==> src/hw/rtl/vbcm_pkg.sv <==
// ----------------------------------------------------------------------------
// vbcm_pkg
// Shared types and codes for the versioned buffer copy manager.
// ----------------------------------------------------------------------------
package vbcm_pkg;

    // Copy bookkeeping sizes
    localparam int MAX_COPIES = 4;
    localparam int COPY_W     = 2;    // width of a copy index
    localparam int COUNT_W    = 3;    // width of copies_in_use
    localparam int READERS_W  = 8;    // reader count per copy
    localparam int STAMP_W    = 32;

    // Stream widths
    localparam int S_DATA_W = 8;      // copy_index, padded to a byte
    localparam int S_USER_W = 3;      // kind
    localparam int M_DATA_W = 40;     // status, granted_index, version_stamp

    // Configuration port
    localparam int CFG_IDX_W  = 1;
    localparam int CFG_DATA_W = 3;
    localparam logic [CFG_IDX_W-1:0] CFG_UNCONTROLLED = 1'd0;
    localparam logic [CFG_IDX_W-1:0] CFG_COPIES       = 1'd1;

    // Request kinds
    localparam logic [2:0] KIND_WRITE_ACQ = 3'd0;
    localparam logic [2:0] KIND_PUBLISH   = 3'd1;
    localparam logic [2:0] KIND_READ_ACQ  = 3'd2;
    localparam logic [2:0] KIND_READ_REL  = 3'd3;
    localparam logic [2:0] KIND_REINIT    = 3'd4;

    // Result status codes
    localparam logic [1:0] ST_OK       = 2'd0;
    localparam logic [1:0] ST_NOT_INIT = 2'd1;
    localparam logic [1:0] ST_NO_FREE  = 2'd2;
    localparam logic [1:0] ST_BAD      = 2'd3;

    typedef logic [READERS_W-1:0] readers_t;

endpackage

==> src/hw/rtl/versioned_buffer_copy_manager.sv <==
// An input transfer passes the input register, then the result register.
// Throughput: one request per cycle while results are taken; a new request
// is taken while a result waits only when the input register is empty.
// Reset (rst_n low, asynchronous): all copies free, nothing current, stamp 0,
// uncontrolled_mode = 0, copies_in_use = 4.
// ----------------------------------------------------------------------------
// versioned_buffer_copy_manager
// Tracks current, claimed and reader-held copies of a versioned buffer store.
// ----------------------------------------------------------------------------
module versioned_buffer_copy_manager (
    input  logic                            clk,
    input  logic                            rst_n,
    // configuration write port
    input  logic                            cfg_we,
    input  logic [vbcm_pkg::CFG_IDX_W-1:0]  cfg_index,
    input  logic [vbcm_pkg::CFG_DATA_W-1:0] cfg_data,
    // request stream
    input  logic                            s_tvalid,
    output logic                            s_tready,
    input  logic [vbcm_pkg::S_DATA_W-1:0]   s_tdata,   // [1:0] copy_index
    input  logic [vbcm_pkg::S_USER_W-1:0]   s_tuser,   // [2:0] kind
    // result stream
    output logic                            m_tvalid,
    input  logic                            m_tready,
    output logic [vbcm_pkg::M_DATA_W-1:0]   m_tdata    // [1:0] status,
                                                       // [3:2] granted_index,
                                                       // [35:4] version_stamp
);
    import vbcm_pkg::*;

    // Configuration registers
    logic                 uncontrolled_reg;
    logic [COUNT_W-1:0]   copies_reg;

    // Input register
    logic                 in_valid_reg;
    logic [2:0]           in_kind_reg;
    logic [COPY_W-1:0]    in_idx_reg;

    // Bookkeeping state
    logic [COPY_W-1:0]    cur_reg, cur_next;
    logic                 cur_valid_reg, cur_valid_next;
    logic [STAMP_W-1:0]   stamp_reg, stamp_next;
    logic [MAX_COPIES-1:0] claimed_reg, claimed_next;
    logic [MAX_COPIES-1:0] pending_reg, pending_next;
    readers_t             rc_reg [MAX_COPIES];
    readers_t             rc_next [MAX_COPIES];

    // Result register
    logic                 out_valid_reg;
    logic [1:0]           out_status_reg, status_next;
    logic [COPY_W-1:0]    out_grant_reg, grant_next;
    logic [STAMP_W-1:0]   out_stamp_reg;

    logic                 advance;
    logic [COUNT_W-1:0]   n_eff;
    logic                 idx_ok;
    logic                 found;

    assign advance  = in_valid_reg && (!out_valid_reg || m_tready);
    assign s_tready = !in_valid_reg || advance;

    // Configuration writes
    always_ff @(posedge clk or negedge rst_n)
    begin
        if (!rst_n)
        begin
            uncontrolled_reg <= 1'b0;
            copies_reg       <= COUNT_W'(MAX_COPIES);
        end
        else if (cfg_we)
        begin
            unique case (cfg_index)
                CFG_UNCONTROLLED: uncontrolled_reg <= cfg_data[0];
                CFG_COPIES:       copies_reg       <= cfg_data;
                default:          ;
            endcase
        end
    end

    // Effective copy count, clamped to 1..MAX_COPIES
    always_comb
    begin
        if (copies_reg == '0)
            n_eff = COUNT_W'(1);
        else if (copies_reg > COUNT_W'(MAX_COPIES))
            n_eff = COUNT_W'(MAX_COPIES);
        else
            n_eff = copies_reg;
    end

    assign idx_ok = {1'b0, in_idx_reg} < n_eff;

    // Request decode and state update
    always_comb
    begin
        cur_next       = cur_reg;
        cur_valid_next = cur_valid_reg;
        stamp_next     = stamp_reg;
        claimed_next   = claimed_reg;
        pending_next   = pending_reg;
        rc_next        = rc_reg;
        status_next    = ST_BAD;
        grant_next     = '0;
        found          = 1'b0;

        unique case (in_kind_reg)
            KIND_WRITE_ACQ:
            begin
                // first free copy below the effective count
                status_next = ST_NO_FREE;
                for (int i = 0; i < MAX_COPIES; i++)
                begin
                    if (!found && !claimed_reg[i] && (COUNT_W'(i) < n_eff))
                    begin
                        found           = 1'b1;
                        claimed_next[i] = 1'b1;
                        status_next     = ST_OK;
                        grant_next      = COPY_W'(i);
                    end
                end
            end
            KIND_PUBLISH:
            begin
                if (idx_ok && claimed_reg[in_idx_reg] &&
                    !(cur_valid_reg && cur_reg == in_idx_reg))
                begin
                    // retire the old current copy, or defer until readers leave
                    if (cur_valid_reg)
                    begin
                        if (rc_reg[cur_reg] == '0)
                            claimed_next[cur_reg] = 1'b0;
                        else
                            pending_next[cur_reg] = 1'b1;
                    end
                    pending_next[in_idx_reg] = 1'b0;
                    cur_next       = in_idx_reg;
                    cur_valid_next = 1'b1;
                    stamp_next     = stamp_reg + STAMP_W'(1);
                    status_next    = ST_OK;
                end
            end
            KIND_READ_ACQ:
            begin
                if (!cur_valid_reg)
                    status_next = ST_NOT_INIT;
                else if (rc_reg[cur_reg] != '1)
                begin
                    rc_next[cur_reg] = rc_reg[cur_reg] + READERS_W'(1);
                    status_next      = ST_OK;
                    grant_next       = cur_reg;
                end
            end
            KIND_READ_REL:
            begin
                if (idx_ok && rc_reg[in_idx_reg] != '0)
                begin
                    // last reader of a superseded copy frees it
                    if (pending_reg[in_idx_reg] && rc_reg[in_idx_reg] == READERS_W'(1))
                    begin
                        claimed_next[in_idx_reg] = 1'b0;
                        pending_next[in_idx_reg] = 1'b0;
                    end
                    rc_next[in_idx_reg] = rc_reg[in_idx_reg] - READERS_W'(1);
                    status_next = ST_OK;
                end
            end
            KIND_REINIT:
            begin
                claimed_next   = '0;
                pending_next   = '0;
                for (int i = 0; i < MAX_COPIES; i++)
                    rc_next[i] = '0;
                stamp_next     = '0;
                cur_next       = '0;
                cur_valid_next = uncontrolled_reg;
                status_next    = ST_OK;
            end
            default: ;
        endcase
    end

    // Input register
    always_ff @(posedge clk or negedge rst_n)
    begin
        if (!rst_n)
            in_valid_reg <= 1'b0;
        else if (s_tready)
            in_valid_reg <= s_tvalid;
    end

    always_ff @(posedge clk)
    begin
        if (s_tready && s_tvalid)
        begin
            in_kind_reg <= s_tuser;
            in_idx_reg  <= s_tdata[COPY_W-1:0];
        end
    end

    // Bookkeeping state, updated as a request moves into the result register
    always_ff @(posedge clk or negedge rst_n)
    begin
        if (!rst_n)
        begin
            cur_reg       <= '0;
            cur_valid_reg <= 1'b0;
            stamp_reg     <= '0;
            claimed_reg   <= '0;
            pending_reg   <= '0;
            for (int i = 0; i < MAX_COPIES; i++)
                rc_reg[i] <= '0;
        end
        else if (advance)
        begin
            cur_reg       <= cur_next;
            cur_valid_reg <= cur_valid_next;
            stamp_reg     <= stamp_next;
            claimed_reg   <= claimed_next;
            pending_reg   <= pending_next;
            rc_reg        <= rc_next;
        end
    end

    // Result register
    always_ff @(posedge clk or negedge rst_n)
    begin
        if (!rst_n)
            out_valid_reg <= 1'b0;
        else if (advance)
            out_valid_reg <= 1'b1;
        else if (m_tready)
            out_valid_reg <= 1'b0;
    end

    always_ff @(posedge clk)
    begin
        if (advance)
        begin
            out_status_reg <= status_next;
            out_grant_reg  <= grant_next;
            out_stamp_reg  <= stamp_next;
        end
    end

    assign m_tvalid = out_valid_reg;
    assign m_tdata  = {4'b0, out_stamp_reg, out_grant_reg, out_status_reg};

endmodule

==> config.mk <==
export PLATFORM = sky130hd
export DESIGN_NAME = versioned_buffer_copy_manager
export DESIGN_NICKNAME = d
export VERILOG_FILES = /design/src/hw/rtl/vbcm_pkg.sv /design/src/hw/rtl/versioned_buffer_copy_manager.sv
export SDC_FILE = /design/constraint.sdc
export NUM_CORES = 1
export LEC_CHECK = 0
export ABC_AREA = 1
export BUFFER_PORTS_ARGS = -buffer_cell sky130_fd_sc_hd__buf_2
export CORE_MARGIN = 8
export CORE_UTILIZATION = 27
export CTS_BUF_LIST = sky130_fd_sc_hd__clkbuf_8
export DETAILED_ROUTE_END_ITERATION = 7
export PLACE_DENSITY = 0.43
export SYNTH_ARGS = -nofsm -noshare
export SYNTH_HDL_FRONTEND = slang
export SYNTH_SLANG_ARGS = --single-unit
==> constraint.sdc <==
create_clock -name clk -period 2.5 [get_ports clk]
set_clock_uncertainty 0.2 [all_clocks]
set_input_delay 0.5 -clock clk [delete_from_list [all_inputs] [get_ports clk]]
set_output_delay 0.5 -clock clk [all_outputs]
set_load 0.03 [all_outputs]
Yosys cells after proc, flatten, opt, wreduce, memory -nomap -nowiden --
Index checks and enable logic that the tools add are counted.
Word-level totals: register bits after elaboration 122, bits in latches 0, memory bits (writable) 0, ROM bits 0, input port bits 20, output and inout bits 42, logic and storage cells 187, memories kept 0
Cells by class: $add $sub $neg 3, multipliers 0, div/mod/pow operators 0, order comparisons 14, equal/unequal tests 18, shifts and indexed selects 0, muxes and demuxes 73, bitwise operators 10, reductions and logical operators 48
Operators by type and width (count):
- 32-bit 2-to-1 mux | 4
- 32-bit case mux with 3 select lines | 1
- 32-bit bitwise mux | 2
- 32-bit case mux with 2 select lines | 1
- 4-bit 2-to-1 mux | 12
- 8-bit 2-to-1 mux | 6
- 32-bit by 1-bit adder with 32-bit output, second input constant | 1
- 8-bit binary-select mux with 2-bit select | 2
- 8-bit demux with 2-bit select | 2
- 8-bit AND reduction | 4
- 2-bit 2-to-1 mux | 13
- 2-bit != test, second input constant | 11
- 1-bit logical AND | 18
- 1-bit 2-to-1 mux | 18
- 4-bit AND | 4
- 4-bit case mux with 4 select lines | 1
- 4-bit case mux with 3 select lines | 1
- 1-bit zero test | 10
- 2-bit case mux with 5 select lines | 1
- 5-bit AND reduction | 2
- 8-bit by 1-bit adder with 8-bit output, second input constant | 1
- 8-bit by 1-bit equality test with 1-bit output, second input constant | 1
- 8-bit zero test | 1
- 8-bit != test, second input constant | 1
- other kinds (30) | 48

Logic depth before layout (Yosys ltp) --
Gate-level depths: netlist (run 1).
word-level depth 22, gate-level depth with buffers 18, mapped depth without buffers 17

Least setup slack after synthesis (run 1) --
No wires, ideal clock.
path type reg-to-reg, from reg out_valid_reg (netlist: m_tvalid), to reg out_grant_reg[0] (enable), setup time 0.414 ns, data arrival time 2.089 ns, data required time 1.886 ns, setup slack -0.203 ns, cell stages (with the launch flop) 5, buffers on the path 1, clock period less this slack 2.703 ns, path through dfrtp_1 nand2_1 nand2_1 inv_2 clkbuf_1
On the way: cells in the longest elaborated chain, start to end 3
Ends and longest elaborated chain:
- start, declared | line versioned_buffer_copy_manager.sv:50 | logic out_valid_reg;
- start signal, assigned | line versioned_buffer_copy_manager.sv:229 | out_valid_reg <= 1'b0;
- start signal, assigned | line versioned_buffer_copy_manager.sv:231 | out_valid_reg <= 1'b1;
- start signal, assigned | line versioned_buffer_copy_manager.sv:233 | out_valid_reg <= 1'b0;
- 1-bit zero test | line versioned_buffer_copy_manager.sv:60 | assign advance = in_valid_reg && (!out_valid_reg || m_tready);
- 1-bit logical OR | line versioned_buffer_copy_manager.sv:60
- 1-bit logical AND | line versioned_buffer_copy_manager.sv:60
- net advance | line versioned_buffer_copy_manager.sv:55 | logic advance;
- end signal, assigned | line versioned_buffer_copy_manager.sv:241 | out_grant_reg <= grant_next;
- end, declared | line versioned_buffer_copy_manager.sv:52 | logic [COPY_W-1:0] out_grant_reg, grant_next;
The timed path passes the listed nets, and every way through them passes these cells. A chain may end at the register's enable or synchronous reset.

Final worst setup path (run 1) --
from reg in_idx_reg[0], to reg out_stamp_reg[26] (data pin)
On the way: cells in the longest elaborated chain, start to end 6, elaborated cells between the ends (all ways) 10
Ends and longest elaborated chain:
- start, declared | line versioned_buffer_copy_manager.sv:38 | logic [COPY_W-1:0] in_idx_reg;
- start signal, assigned | line versioned_buffer_copy_manager.sv:197 | in_idx_reg <= s_tdata[COPY_W-1:0];
- 1-bit binary-select mux with 2-bit select / 2-bit equality test (equally long branches) | line versioned_buffer_copy_manager.sv:125, versioned_buffer_copy_manager.sv:126
- 1-bit 2-to-1 mux (not written as such) / 1-bit logical AND (equally long branches) | line versioned_buffer_copy_manager.sv:125, versioned_buffer_copy_manager.sv:126
- 1-bit logical AND / 1-bit zero test (equally long branches) | line versioned_buffer_copy_manager.sv:125, versioned_buffer_copy_manager.sv:126
- 1-bit logical AND * | line versioned_buffer_copy_manager.sv:125 | if (idx_ok && claimed_reg[in_idx_reg] &&
- 32-bit 2-to-1 mux * | line versioned_buffer_copy_manager.sv:125
- 32-bit case mux with 2 select lines * | line versioned_buffer_copy_manager.sv:107 | unique case (in_kind_reg)
- net stamp_next[26] | line versioned_buffer_copy_manager.sv:43 | logic [STAMP_W-1:0] stamp_reg, stamp_next;
- end signal, assigned | line versioned_buffer_copy_manager.sv:242 | out_stamp_reg <= stamp_next;
- end, declared | line versioned_buffer_copy_manager.sv:53 | logic [STAMP_W-1:0] out_stamp_reg;
Mark *: on every way through the listed nets, which the timed path passes. The rest lies on a longest branch. The select of a mux whose other input is x is not followed.

==> flow_metrics.env, run 1 <==
export IMPL_outcome="finished with violations"
export IMPL_violations="negative setup slack"
export IMPL_wire_per_inst_um=16.2
export IMPL_internal_power_w=0.00539
export IMPL_worstPathMaxFanout=5
export IMPL_nNetsFinal=1368
export IMPL_syn_area_sq_mm=0.00793
export IMPL_ctsRootBufferMaster="clkbuf_8"
export IMPL_hpwl_um=20500
export IMPL_min_path_type="in -> reg"
export IMPL_switching_power_w=0.00405
export IMPL_rsz0062_at_grt="true"
export IMPL_clock_path_buffers=2
export IMPL_synth_edf_count=41
export IMPL_grt_overflow=0
export IMPL_diodes=0
export IMPL_clkPwrFrac=0.202
export IMPL_grt_pass1_vias=7814
export IMPL_grt_pass1_wl_um=44100
export IMPL_drive_gt1_frac=0.324
export IMPL_synth_distinct_cells=57
export IMPL_combPwrFrac=0.489
export IMPL_first_pass_iters=5
export IMPL_avgSynthCellArea_sq_um=7.01
export IMPL_ys_ff_latch=122
export IMPL_seq_power_share=0.308
export IMPL_worst_pin_slew_ns=0.821
export IMPL_mostFrequentLayoutCell="nand2_1"
export IMPL_grt_max_degree=82
export IMPL_cts_made_buffers=17
export IMPL_core_sq_mm=0.0288
export IMPL_num_rows=62
export IMPL_maxSlewHeadroom=0.453
export IMPL_portBuffers=51
export IMPL_min_period_ns=2.51
export IMPL_switching_share=0.429
export IMPL_clk_latency_ns=0.46
export IMPL_cp_end_kind="register"
export IMPL_crit_type="reg -> reg"
export IMPL_cp_data_arrival_time_ns=2.52
export IMPL_drv_slew=0
export IMPL_clk_transition_reported_paths_ns=0.09
export IMPL_antenna_found_initial=0
export IMPL_hold_slack_ns=0.0423
export IMPL_required_ns=2.51
export IMPL_fin_total_pwr_w=0.00945
export IMPL_die_area_sq_mm=0.0351
export IMPL_place_congestion=0.880
export IMPL_synthCells=1132
export IMPL_cts_sinks=122
export IMPL_viasPerCell=4.68
export IMPL_first_iter_violations=495
export IMPL_die_x_um=187
export IMPL_p_leak_nw=5.15
export IMPL_antenna_left=0
export IMPL_routed_wl_um=28200
export IMPL_die_h_um=187
export IMPL_synthArstFlopShare=0.664
export IMPL_ys_seq_area_frac=0.411
export IMPL_ys_flop_type="dfrtp_1"
export IMPL_pre_cts_ws_ns=-0.242
export IMPL_setup_ws_ns=-0.0127
export IMPL_postLayoutCellArea_sq_mm=0.0111
export IMPL_powerDensity_mw_per_mm2=855
export IMPL_post_route_util=0.384
export IMPL_max_cap_violations=0
export IMPL_area_growth_pct=39.3
export IMPL_drc=0
export IMPL_finalHoldViolCount=0
export IMPL_fin_crit_sh=1.01
export IMPL_setup_violations=4
export IMPL_tritoncts="done"
export IMPL_start_util=0.276
export IMPL_fmax_mhz=398
export IMPL_start_kind="register"
export IMPL_cts_max_level=4
export IMPL_layout_common_cells="348 x nand2_1, 126 x buf_4, 121 x inv_1, 78 x nor2_1, 78 x dfrtp_1"
export IMPL_grt_util_all_layers=0.159
export IMPL_vdd_drop_max_mv=0.367
export IMPL_vias=8131
export IMPL_yosys_warnings=0
export IMPL_ios=62
export IMPL_placedInstanceArea_sq_mm=0.00957
-- final cells by class --
type / count / area (sq um)
Fill cell: 3058 / 17700
Multi-Input combinational cell: 842 / 4650
Sequential cell: 122 / 3260
Timing Repair Buffer: 215 / 1700
Inverter: 143 / 547
Tap cell: 384 / 480
Clock buffer: 18 / 248
Clock inverter: 14 / 161
-- cells in the mapped netlist (5+ instances only) --
cell,instances,area [sq um]
inv_2,14,52.6
a21oi_1,23,115
nand2_2,6,37.5
nand3_1,75,375
nor2_2,10,62.6
nand4_1,23,144
inv_1,128,480
o21ai_0,73,365
clkbuf_1,13,48.8
o21ai_1,29,145
ha_1,7,87.6
nor2_4,5,56.3
xor2_1,5,43.8
nor2_1,103,387
edfxtp_1,41,1230
and2_1,7,43.8
buf_6,5,56.3
nand2_1,396,1490
nand3b_1,5,37.5
nor3_1,14,70.1
dfrtp_1,80,2000
o22ai_1,6,37.5
a22oi_1,5,37.5
-- power groups by stage --
stage | clock, W | sequential (W) | combinational [W]
after floorplan | 0 | 0.00302 | 0.00195
after global placement | 0 | 0.00292 | 0.00383
after detailed placement | 0 | 0.00291 | 0.00384
after CTS | 0.00198 | 0.00289 | 0.00418
after global routing | 0.00203 | 0.00297 | 0.00502
final | 0.00191 | 0.00291 | 0.00462
-- critical path, cell delays in order (launching register included) --
cell      delay [ns]
edfxtp_1        0.47
buf_6           0.17
nor2_4          0.09
buf_12          0.13
buf_6           0.10
a21oi_2         0.04
nand2_1         0.09
nand2_2         0.07
nor2_4          0.21
buf_6           0.17
buf_6           0.11
nand4_1         0.15
o21ai_2         0.21
inv_1           0.05
-- per-stage QoR --
step	cells	setup TNS [ns]
detailed placement	1673	-6.82
global route	1738	-5.34
finish	1738	-0.0312
floorplan	1135	0
global placement	1673	-5.36
CTS	1725	-0.133
-- repair_timing --
| action | CTS | global route |
|---|---|---|
| resized for setup | 56 | 189 |
| hold buffers | 6 | 0 |
| endpoints found under the hold margin | 85 | 0 |
| pin swaps | 22 | 56 |
| endpoints found under the setup margin | 69 | 90 |
| cloned | 0 | 0 |
| buffers inserted | 15 | 14 |
-- path summary, 6_finish.rpt --
check	start	end	slack [ns]	cells past startpoint
worst max-delay path	in_idx_reg[0]	out_stamp_reg[26]	-0.01	13
worst min-delay path	cfg_we	uncontrolled_reg	0.04	2
worst max register to register	in_idx_reg[0]	out_stamp_reg[26]	-0.01	13
worst min register to register	claimed_reg[3]	claimed_reg[3]	0.28	2
max in group asynchronous	rst_n	stamp_reg[0]	1.28	3
min in group asynchronous	rst_n	async pin	0.41	3
-- logic make-up (layout without fill, tap and decap cells) --
family                   after synthesis  after routing  synth area share
other                                  1              4          0.000473
flip-flops                           122            122             0.411
buffers and inverters                171            390            0.0882
adder cells (fa/ha/maj)                7              7            0.0110
XOR/XNOR                               9              9            0.0109
AO/OA/AOI/OAI                        163            163             0.118
AND/OR/NAND/NOR                      658            658             0.359
multiplexers                           1              1           0.00142
-- metal layers --
metal	vias to the layer above	global-route usage	wire, um
li1	4084	-	-
met1	3811	0.211	13000
met2	211	0.259	13200
met3	25	0.0293	1450
met4	0	0.0448	531
met5	-	0	0
(Power assumes the default switching activity.)
==> run 2, diff against run 1 <==
--- a/config.mk
+++ b/config.mk
@@ -8,10 +8,12 @@
 export ABC_AREA = 1
 export BUFFER_PORTS_ARGS = -buffer_cell sky130_fd_sc_hd__buf_2
 export CORE_MARGIN = 8
-export CORE_UTILIZATION = 27
+export CORE_UTILIZATION = 45
 export CTS_BUF_LIST = sky130_fd_sc_hd__clkbuf_8
 export DETAILED_ROUTE_END_ITERATION = 7
-export PLACE_DENSITY = 0.43
+export PLACE_DENSITY = 0.64
+export SETUP_SLACK_MARGIN = 0.02
+export SKIP_CTS_REPAIR_TIMING = 1
 export SYNTH_ARGS = -nofsm -noshare
 export SYNTH_HDL_FRONTEND = slang
 export SYNTH_SLANG_ARGS = --single-unit
==> run 2 against run 1 <==
  * Clock power shrank 5%
  * Cell area is 7.0% lower
  * The run still ends with negative setup slack left
  * First-iteration DRC count is 20% higher
  * Combinational power is 4% lower
  * Via count shrank 2.7%
  * Non-clock buffer count fell by 45
  * Sequential power hardly changed
==> flow_metrics.env, run 2 (synthesis gave the netlist of run 1 again) <==
export IMPL_wire_per_inst_um=15.7
export IMPL_cp_end_kind="register"
export IMPL_place_congestion=0.929
export IMPL_worst_pin_slew_ns=0.756
export IMPL_multi_input_area_sq_mm=0.00445
export IMPL_setup_violations=7
export IMPL_mostFrequentLayoutCell="nand2_1"
export IMPL_fmax_mhz=396
export IMPL_num_fill_cells=1598
export IMPL_worstPathMaxFanout=8
export IMPL_min_path_type="in -> reg"
export IMPL_die_area_sq_mm=0.0221
export IMPL_grt_util_all_layers=0.217
export IMPL_seq_power_share=0.317
export IMPL_nNetsFinal=1324
export IMPL_p_leak_nw=4.77
export IMPL_core_sq_mm=0.0173
export IMPL_rsz0062_at_grt="true"
export IMPL_worstHoldStart="s_tdata[0]"
export IMPL_grt_overflow=0
export IMPL_routed_wl_um=24100
export IMPL_tritoncts="done"
export IMPL_fin_cells=1535
export IMPL_drc=0
export IMPL_vias=7914
export IMPL_max_cap_violations=0
export IMPL_timing_rr_start="cur_reg[0]"
export IMPL_cts_max_level=4
export IMPL_switching_power_w=0.00391
export IMPL_setup_ws_ns=-0.0225
export IMPL_pre_cts_ws_ns=-0.213
export IMPL_min_path_cells=1
export IMPL_crit_type="reg -> reg"
export IMPL_ios=62
export IMPL_area_growth_pct=29.6
export IMPL_finalHoldViolCount=0
export IMPL_fin_total_pwr_w=0.00916
export IMPL_grt_max_degree=69
export IMPL_first_iter_violations=592
export IMPL_hpwl_um=17500
export IMPL_r2r_slack_ns=-0.02
export IMPL_clkPwrFrac=0.198
export IMPL_setup_tns_ns=-0.0904
export IMPL_start_util=0.459
export IMPL_layout_common_cells="379 x nand2_1, 122 x inv_1, 92 x buf_4, 85 x nor2_1, 78 x dfrtp_1"
export IMPL_min_period_ns=2.52
export IMPL_grt_pass1_wl_um=38300
export IMPL_violations="negative setup slack"
export IMPL_fin_crit_sh=1.01
export IMPL_dpl_cell_count=1485
export IMPL_num_rows=48
export IMPL_holdPathEnd="in_idx_reg[0]"
export IMPL_outcome="finished with violations"
export IMPL_die_h_um=149
export IMPL_r2r_cells=13
export IMPL_cts_sinks=122
export IMPL_clk_transition_reported_paths_ns=0.09
export IMPL_first_pass_iters=5
export IMPL_internal_power_w=0.00524
export IMPL_cp_data_arrival_time_ns=2.65
export IMPL_clk_latency_ns=0.45
export IMPL_switching_share=0.427
export IMPL_vdd_drop_max_mv=0.593
export IMPL_die_x_um=149
export IMPL_required_ns=2.63
export IMPL_cts_made_buffers=17
export IMPL_grt_pass1_vias=7582
export IMPL_post_route_util=0.594
export IMPL_drv_slew=0
export IMPL_viasPerCell=5.16
export IMPL_maxSlewHeadroom=0.496
export IMPL_clock_path_buffers=2
export IMPL_seq_area_sq_mm=0.00326
export IMPL_cp_startpoint="cur_reg[0]"
export IMPL_diodes=0
export IMPL_combPwrFrac=0.485
export IMPL_antenna_left=0
export IMPL_antenna_found_initial=0
export IMPL_drive_gt1_frac=0.258
export IMPL_ctsRootBufferMaster="clkbuf_8"
export IMPL_start_kind="register"
export IMPL_portBuffers=51
export IMPL_powerDensity_mw_per_mm2=890
-- run 2: power by group through the flow --
stage	sequential, W	combinational [W]	clock (W)
2_1_floorplan	0.00302	0.00195	0
3_3_place_gp	0.00290	0.00354	0
3_5_place_dp	0.00290	0.00356	0
4_1_cts	0.00287	0.00358	0.00183
5_1_grt	0.00296	0.00481	0.00190
6_report	0.00290	0.00444	0.00181
-- run 2: stage by stage --
step	hold WS (ns)	instance area, sq um
2_1_floorplan	0.00441	7940
3_3_place_gp	0.255	9150
3_5_place_dp	0.266	9150
4_1_cts	-0.224	9540
5_1_grt	0.000550	10300
6_report	0.0175	10300
-- run 2: area by class of cell --
class | instances | area share
well taps | 225 | 0.0274
repair buffers | 170 | 0.130
clock inverters | 15 | 0.0150
multi-input cells | 843 | 0.433
flip-flops and latches | 122 | 0.317
inverters | 143 | 0.0549
clock buffers | 17 | 0.0228
-- run 2: critical path, cell delays in order, from the launching register on --
cell and delay [ns]:
dfrtp_2 0.46, buf_6 0.14, nor2_4 0.13, buf_12 0.14, nand2_1 0.09, o21ai_4 0.11
nor2_4 0.09, nor3_4 0.34, nand3_4 0.20, nand2_8 0.16, nor2_4 0.06, buf_12 0.14
nand2_1 0.06, o21ai_1 0.06
-- run 2: routing by layer --
layer | up-vias | GRT usage | share of wire
met5 | - | 0 | 0
met4 | 0 | 0.0772 | 0.025
met3 | 51 | 0.0382 | 0.059
met2 | 258 | 0.350 | 0.46
met1 | 3620 | 0.288 | 0.45
li1 | 3985 | - | -
-- run 2: worst max path at each step --
stage / to / slack (ns) / cells past startpoint
finish: register / -0.02 / 13
global route: claimed_reg[0] / -0.14 / 17
CTS: register / -0.22 / 13
detailed placement: register / -0.21 / 13
global placement: register / -0.17 / 14
floorplan: register / 0.05 / 15
